$ cat src/sv/gwm_pkg.sv
`timescale 1ns / 1ps

package gwm_pkg;

    // Longest pattern the position chain supports.
    localparam int PATTERN_MAX = 32;

    // Pattern positions 0 .. PATTERN_MAX, one cell each.
    localparam int SET_W = PATTERN_MAX + 1;

    // Index into the position set; also carries the clamped pattern length.
    localparam int IDX_W = (SET_W > 1) ? $clog2(SET_W) : 1;

    // Field and register widths fixed by the register map.
    localparam int BYTE_W     = 8;
    localparam int PLEN_W     = 6;
    localparam int CFG_DATA_W = 64;
    localparam int CFG_IDX_W  = 3;

    // Pattern bytes held in the byte registers.
    localparam int BYTES_PER_REG = CFG_DATA_W / BYTE_W;
    localparam int PAT_REGS      = 4;
    localparam int PAT_BYTES     = PAT_REGS * BYTES_PER_REG;

    localparam logic [BYTE_W-1:0] CH_ANY  = 8'h3F;
    localparam logic [BYTE_W-1:0] CH_STAR = 8'h2A;

    localparam logic [CFG_IDX_W-1:0] REG_LEN  = 3'd0;
    localparam logic [CFG_IDX_W-1:0] REG_PAT0 = 3'd1;
    localparam logic [CFG_IDX_W-1:0] REG_PAT1 = 3'd2;
    localparam logic [CFG_IDX_W-1:0] REG_PAT2 = 3'd3;
    localparam logic [CFG_IDX_W-1:0] REG_PAT3 = 3'd4;

    // Per-request control broadcast to every cell of the chain.
    typedef struct packed {
        logic accept;
        logic has_byte;
        logic last;
    } gwm_ctrl_t;

endpackage

$ cat src/sv/glob_wildcard_matcher.sv
`timescale 1ns / 1ps
// Glob matcher: '?' any byte, '*' any run of bytes, one text byte per cycle while
// no result waits on m_ready. Throughput is one request per cycle unless a result is
// held; the position chain advances in the cycle a request is accepted. The result of
// a last request appears in the cycle after it is accepted, from the output register
// that holds the final position set; the star closure follows that register. Reset
// clears the pattern registers, leaves only position 0 reachable and clears the output valid flag.

module glob_wildcard_matcher (
    input  logic                           aclk,
    input  logic                           aresetn,
    input  logic                           cfg_we,
    input  logic [gwm_pkg::CFG_IDX_W-1:0]  cfg_index,
    input  logic [gwm_pkg::CFG_DATA_W-1:0] cfg_wdata,
    input  logic                           s_valid,
    output logic                           s_ready,
    input  logic [gwm_pkg::BYTE_W-1:0]     s_text_byte,
    input  logic                           s_has_byte,
    input  logic                           s_last,
    output logic                           m_valid,
    input  logic                           m_ready,
    output logic                           m_matched
);
    import gwm_pkg::*;

    logic [PLEN_W-1:0]     len_reg;
    logic [CFG_DATA_W-1:0] pat_reg [PAT_REGS];
    logic [IDX_W-1:0]      len_eff;
    gwm_ctrl_t             ctrl;
    logic [SET_W-1:0]      link_vec;
    logic [SET_W-1:0]      adv_vec;
    logic [SET_W-1:0]      star_vec;
    logic [SET_W-1:0]      snap_vec;

    always_ff @(posedge aclk) begin
        if (!aresetn) begin
            len_reg <= '0;
            for (int i = 0; i < PAT_REGS; i++) begin
                pat_reg[i] <= '0;
            end
        end else if (cfg_we) begin
            unique case (cfg_index)
                REG_LEN:  len_reg    <= cfg_wdata[PLEN_W-1:0];
                REG_PAT0: pat_reg[0] <= cfg_wdata;
                REG_PAT1: pat_reg[1] <= cfg_wdata;
                REG_PAT2: pat_reg[2] <= cfg_wdata;
                REG_PAT3: pat_reg[3] <= cfg_wdata;
                default:  ;
            endcase
        end
    end

    assign len_eff = (len_reg > PLEN_W'(PATTERN_MAX)) ? IDX_W'(PATTERN_MAX)
                                                     : len_reg[IDX_W-1:0];

    assign s_ready       = !m_valid || m_ready;
    assign ctrl.accept   = s_valid && s_ready;
    assign ctrl.has_byte = s_has_byte;
    assign ctrl.last     = s_last;

    for (genvar p = 0; p < SET_W; p++) begin : g_cell
        logic [BYTE_W-1:0] pat_byte;
        logic              link_in;
        logic              adv_in;

        // Positions past the byte registers read as zero.
        if (p < PAT_BYTES) begin : g_pat
            assign pat_byte = pat_reg[p / BYTES_PER_REG][BYTE_W*(p % BYTES_PER_REG) +: BYTE_W];
        end else begin : g_nopat
            assign pat_byte = '0;
        end

        if (p == 0) begin : g_head
            assign link_in = 1'b0;
            assign adv_in  = 1'b0;
        end else begin : g_body
            assign link_in = link_vec[p-1];
            assign adv_in  = adv_vec[p-1];
        end

        gwm_cell u_cell (
            .aclk        (aclk),
            .aresetn     (aresetn),
            .ctrl        (ctrl),
            .text_byte   (s_text_byte),
            .pat_byte    (pat_byte),
            .active      (IDX_W'(p) < len_eff),
            .clear_value (p == 0),
            .link_in     (link_in),
            .adv_in      (adv_in),
            .link_out    (link_vec[p]),
            .adv_out     (adv_vec[p]),
            .star_out    (star_vec[p]),
            .snap_bit    (snap_vec[p])
        );
    end

    gwm_result u_result (
        .aclk      (aclk),
        .aresetn   (aresetn),
        .load      (ctrl.accept && s_last),
        .set_in    (snap_vec),
        .star_mask (star_vec),
        .len_eff   (len_eff),
        .m_ready   (m_ready),
        .m_valid   (m_valid),
        .m_matched (m_matched)
    );

    // The end position never has a pattern byte, so nothing leaves the chain.
    a_tail_quiet: assert property (@(posedge aclk) disable iff (!aresetn)
        !link_vec[SET_W-1] && !adv_vec[SET_W-1])
        else $error("position chain drives past its end");

    a_last_reports: assert property (@(posedge aclk) disable iff (!aresetn)
        (s_valid && s_ready && s_last) |=> m_valid)
        else $error("last request produced no result");

    a_result_held: assert property (@(posedge aclk) disable iff (!aresetn)
        (m_valid && !m_ready) |=> (m_valid && !s_ready || m_ready))
        else $error("pending result lost or input taken over it");

endmodule

$ cat src/sv/gwm_cell.sv
`timescale 1ns / 1ps

module gwm_cell (
    input  logic                       aclk,
    input  logic                       aresetn,
    input  gwm_pkg::gwm_ctrl_t         ctrl,
    input  logic [gwm_pkg::BYTE_W-1:0] text_byte,
    input  logic [gwm_pkg::BYTE_W-1:0] pat_byte,
    input  logic                       active,
    input  logic                       clear_value,
    input  logic                       link_in,
    input  logic                       adv_in,
    output logic                       link_out,
    output logic                       adv_out,
    output logic                       star_out,
    output logic                       snap_bit
);
    import gwm_pkg::*;

    logic reach_reg;
    logic reach_next;
    logic closed;
    logic is_star;
    logic hit;
    logic step_bit;

    // A reachable star ahead of this position also makes it reachable.
    assign closed   = reach_reg | link_in;
    assign is_star  = active && (pat_byte == CH_STAR);
    assign hit      = active && !is_star && ((pat_byte == CH_ANY) || (pat_byte == text_byte));

    assign link_out = closed & is_star;
    assign adv_out  = closed & hit;
    assign star_out = is_star;

    // A star keeps its own position; a matching byte moves the neighbor on.
    assign step_bit = (closed & is_star) | adv_in;
    assign snap_bit = ctrl.has_byte ? step_bit : reach_reg;

    always_comb begin
        reach_next = reach_reg;
        if (ctrl.accept) begin
            reach_next = ctrl.last ? clear_value : snap_bit;
        end
    end

    always_ff @(posedge aclk) begin
        if (!aresetn) begin
            reach_reg <= clear_value;
        end else begin
            reach_reg <= reach_next;
        end
    end

endmodule

$ cat src/sv/gwm_result.sv
`timescale 1ns / 1ps

module gwm_result (
    input  logic                      aclk,
    input  logic                      aresetn,
    input  logic                      load,
    input  logic [gwm_pkg::SET_W-1:0] set_in,
    input  logic [gwm_pkg::SET_W-1:0] star_mask,
    input  logic [gwm_pkg::IDX_W-1:0] len_eff,
    input  logic                      m_ready,
    output logic                      m_valid,
    output logic                      m_matched
);
    import gwm_pkg::*;

    logic             valid_reg;
    logic             valid_next;
    logic [SET_W-1:0] fin_set_reg;
    logic [SET_W-1:0] fin_set_next;
    logic [SET_W-1:0] gen;
    logic [SET_W-1:0] sum;
    logic [SET_W-1:0] carry;
    logic [SET_W-1:0] closed;

    // Star closure as a carry chain: a set bit on a star generates, a star
    // propagates, and the carry into bit q marks q as reachable.
    assign gen    = fin_set_reg & star_mask;
    assign sum    = gen + star_mask;
    assign carry  = sum ^ gen ^ star_mask;
    assign closed = fin_set_reg | carry;

    assign m_valid   = valid_reg;
    assign m_matched = closed[len_eff];

    always_comb begin
        valid_next   = valid_reg;
        fin_set_next = fin_set_reg;
        if (load) begin
            valid_next   = 1'b1;
            fin_set_next = set_in;
        end else if (m_ready) begin
            valid_next = 1'b0;
        end
    end

    always_ff @(posedge aclk) begin
        if (!aresetn) begin
            valid_reg <= 1'b0;
        end else begin
            valid_reg <= valid_next;
        end
    end

    always_ff @(posedge aclk) begin
        fin_set_reg <= fin_set_next;
    end

endmodule

$ cat config.mk
export PLATFORM = sky130hd
export DESIGN_NAME = glob_wildcard_matcher
export DESIGN_NICKNAME = d
export VERILOG_FILES = /design/src/sv/gwm_pkg.sv /design/src/sv/glob_wildcard_matcher.sv /design/src/sv/gwm_cell.sv /design/src/sv/gwm_result.sv
export SDC_FILE = /design/constraint.sdc
export NUM_CORES = 1
export LEC_CHECK = 0
export ABC_CLOCK_PERIOD_IN_PS = 6200
export BUFFER_PORTS_ARGS = -buffer_cell sky130_fd_sc_hd__buf_2
export CORE_MARGIN = 2
export CORE_UTILIZATION = 57
export DETAILED_ROUTE_END_ITERATION = 7
export PLACE_DENSITY = 0.78
export SYNTH_ARGS = -nofsm -noshare
export SYNTH_HDL_FRONTEND = slang
export SYNTH_SLANG_ARGS = --single-unit
$ cat constraint.sdc
create_clock -name aclk -period 6.2 [get_ports aclk]
set_input_delay 1.24 -clock aclk [delete_from_list [all_inputs] [get_ports aclk]]
set_output_delay 1.24 -clock aclk [all_outputs]
set_load 0.02 [all_outputs]
==> results.toml <==
[routing]
postRouteAntennaNets = 0
viasPerCell = 6.371
drtPass1Iterations = 6
num_vias = 15350
routed_wl_um = 59640
wl_per_cell_um = 24.76
drc = 0
drt_iter0_markers = 1613

[status]
status = "finished, final reports clean"

[run]
drv_cap = 0

[finish]
largest_reg_flops = 256
layout-drive-gt1-share_pct = 11.73
layout_commonest_cell = "edfxtp_1"
multi_input_area_sq_um = 9201
mostFrequentLayoutCells = "edfxtp_1, and2_1, xnor2_1, nor2_1, nand2_1"
fin_util_pct = 64.08
fin_nets = 2017
fillers = 2625
area_delta_synth_final_pct = 11.65
regArea_sq_um = 9482
n_antenna_cell = 0

[critical_path]
cp-end-kind = "output pin"
cp.required_ns = 4.96
rrSetupSlack_ns = 1.92
r2r_cells = 12
r2r_start = "len_reg[5]$_SDFFE_PN0P_"
crit_arrival_ns = 4.61
start_kind = "flop"
regToRegEndpoint = "g_cell[22].u_cell.reach_reg$_SDFFE_PN0P_"
critPathKind = "flop to output pin"
crit_fanout = 4

[floorplanning]
rows = 67
fp.dieArea_sq_um = 34990
die_w_um = 187.1
dieHeight_um = 187.1
core_area_sq_um = 33280
pin_count = 85
start_util_pct = 57.39

[clock_tree]
htreeDepth = 2
cts_tree = "built"
cts.sinks = 329
cts-root-buf = "clkbuf_16"
clock_latency_ns = 0.53
cts_buffers = 37
cts_buffer_depth = 3
hold_buffers = 0
clkTransAtPathRegs_ns = 0.06

[pwr]
power.total_mw = 5.335
p_per_area_nw_per_um2 = 250.2
ir_drop_mv = 0.2969
p_leak_nw = 7.134

[synth]
yosysUniqueCellTypes = 82
synth_edf_count = 289
ys.flop_type = "edfxtp_1"
netlist_area_sq_um = 19100
synth_seq_area_share_pct = 49.63
synth_nets = 1938
avgSynthCellArea_sq_um = 10.29
ys_ff_latch = 329
synth_cells = 1856
ys_async_sr_fraction_pct = 0
yosys_warnings = 0

[min_path]
hp-start = "g_cell[32].u_cell.reach_reg$_SDFFE_PN0P_"
hp-class = "flop to flop"
min_path_cells = 2
min_to = "g_cell[32].u_cell.reach_reg$_SDFFE_PN0P_"

[sta]
min_period_over_period_pct = 94.40
setup_ws_ns = 0.3473
setup_viol = 0
max_freq_mhz = 170.9
fin_skew_ns = 0.01980
holdWs_ns = 0.4840
finalCriticalPeriod_ns = 5.853
grt_setup_unrepaired = "false"
worst_pin_slew_ns = 1.025
hold_violations = 0
maxSlewHeadroom_pct = 30.96
drv_slew = 0
fin_setup_tns_ns = 0

[placed_design]
portBuffers = 84
dp_hpwl_um = 42480
dp_slack_ns = 0.6173
place.gp.congestion = 1.030

[global_route]
antenna_found_initial = 1
grt_pass1_vias = 14740
grt_overflow_total = 0
grt_pass1_wl_um = 89340
grt_use_total_pct = 33.71
grt_max_degree = 65
[timing repair]
action                                  in CTS  in global routing
setup buffers                                0                  0
endpoints found under the setup margin       0                  1
resized for setup                            0                  4
[where the power goes]
| group | internal (mW) | leakage, nW | switching, mW |
|---|---|---|---|
| Sequential | 2.54 | 3.12 | 0.113 |
| Clock | 1.23 | 0.562 | 0.911 |
| Combinational | 0.213 | 3.46 | 0.322 |
[metal layers]
metal  track usage, %  vias to the layer above  routed length (um)
met5                0                        -                   0
met4            11.84                        0                2177
met3            5.741                      143                5413
met2            54.73                      768               27620
met1            45.95                     7518               24440
li1                 -                     6919                   -
[through the flow]
| step | instances | instance area [sq um] |
|---|---|---|
| floorplan | 1856 | 19100 |
| CTS | 2409 | 21320 |
| global placement | 2344 | 20160 |
| global route | 2409 | 21330 |
| detailed placement | 2344 | 20160 |
| finish | 2409 | 21330 |
[final cells by class]
class                           count  area share [%]
Multi-Input combinational cell   1404           43.14
Sequential cell                   329           44.46
Clock inverter                     21          0.9739
Inverter                           24          0.4224
Tap cell                          448           2.628
Clock buffer                       44           4.465
Timing Repair Buffer              139           3.907
[kinds of logic after synthesis]
logic type	Yosys count	share of synthesized area, %
AOI/OAI and AO/OA	356	13.00
xor gates and xnor gates	256	11.74
buffers and inverters	123	2.502
DFF	329	49.63
muxes	5	0.2620
and+or+nand+nor	787	22.87
[critical path, stage by stage, from the launching register on]
cell and delay, ns:
edfxtp_1 0.42, nor4_1 0.35, nand2b_1 0.11, or3_1 0.40, or4_1 0.59, o41ai_4 0.40, a21oi_2 0.18, a211oi_2 0.32
a21oi_1 0.14, a21oi_1 0.23, o21bai_1 0.12, a2111oi_2 0.57, buf_2 0.27
[synthesized netlist by cell type, types with 8 or more instances]
cell type  number  area, sq um
xnor2_1       240         2102
a21boi_0        8        60.06
nor4_1         18        112.6
edfxtp_1      289         8678
nand2b_1       10        62.56
or4_1          10        75.07
dfxtp_1        40        800.8
inv_1          23        86.33
a21o_1         15        112.6
a21oi_1        61        305.3
clkbuf_1       73        274.0
nand4_1        74        462.9
o21ai_0        86        430.4
nor2_1        119        446.7
nor3_1         48        240.2
or2_2           8        50.05
o211ai_1       11        82.58
buf_1          18        67.56
nor2b_1        31        193.9
a31oi_1        15        93.84
xor2_1         16        140.1
and3_1         10        62.56
or3_1          21        131.4
and2_1        267         1670
o21bai_1       14        105.1
a22oi_1        30        225.2
nand2_1       103        386.6
nand3_1        36        180.2
[worst max-delay path by stage]
stage,from,slack (ns),endpoint,depth (start not counted)
after CTS,len_reg[2]$_SDFFE_PN0P_,0.04,m_matched,12
after detailed placement,len_reg[2]$_SDFFE_PN0P_,0.62,m_matched,12
after floorplan,cfg_we,1.32,pat_reg[0][0]$_SDFFCE_PN0P_,3
after global placement,len_reg[2]$_SDFFE_PN0P_,0.61,m_matched,12
final,pat_reg[0][58]$_SDFFCE_PN0P_,0.35,m_matched,12
after global routing,pat_reg[1][34]$_SDFFCE_PN0P_,0.09,m_matched,12
(Power assumes the default switching activity.)
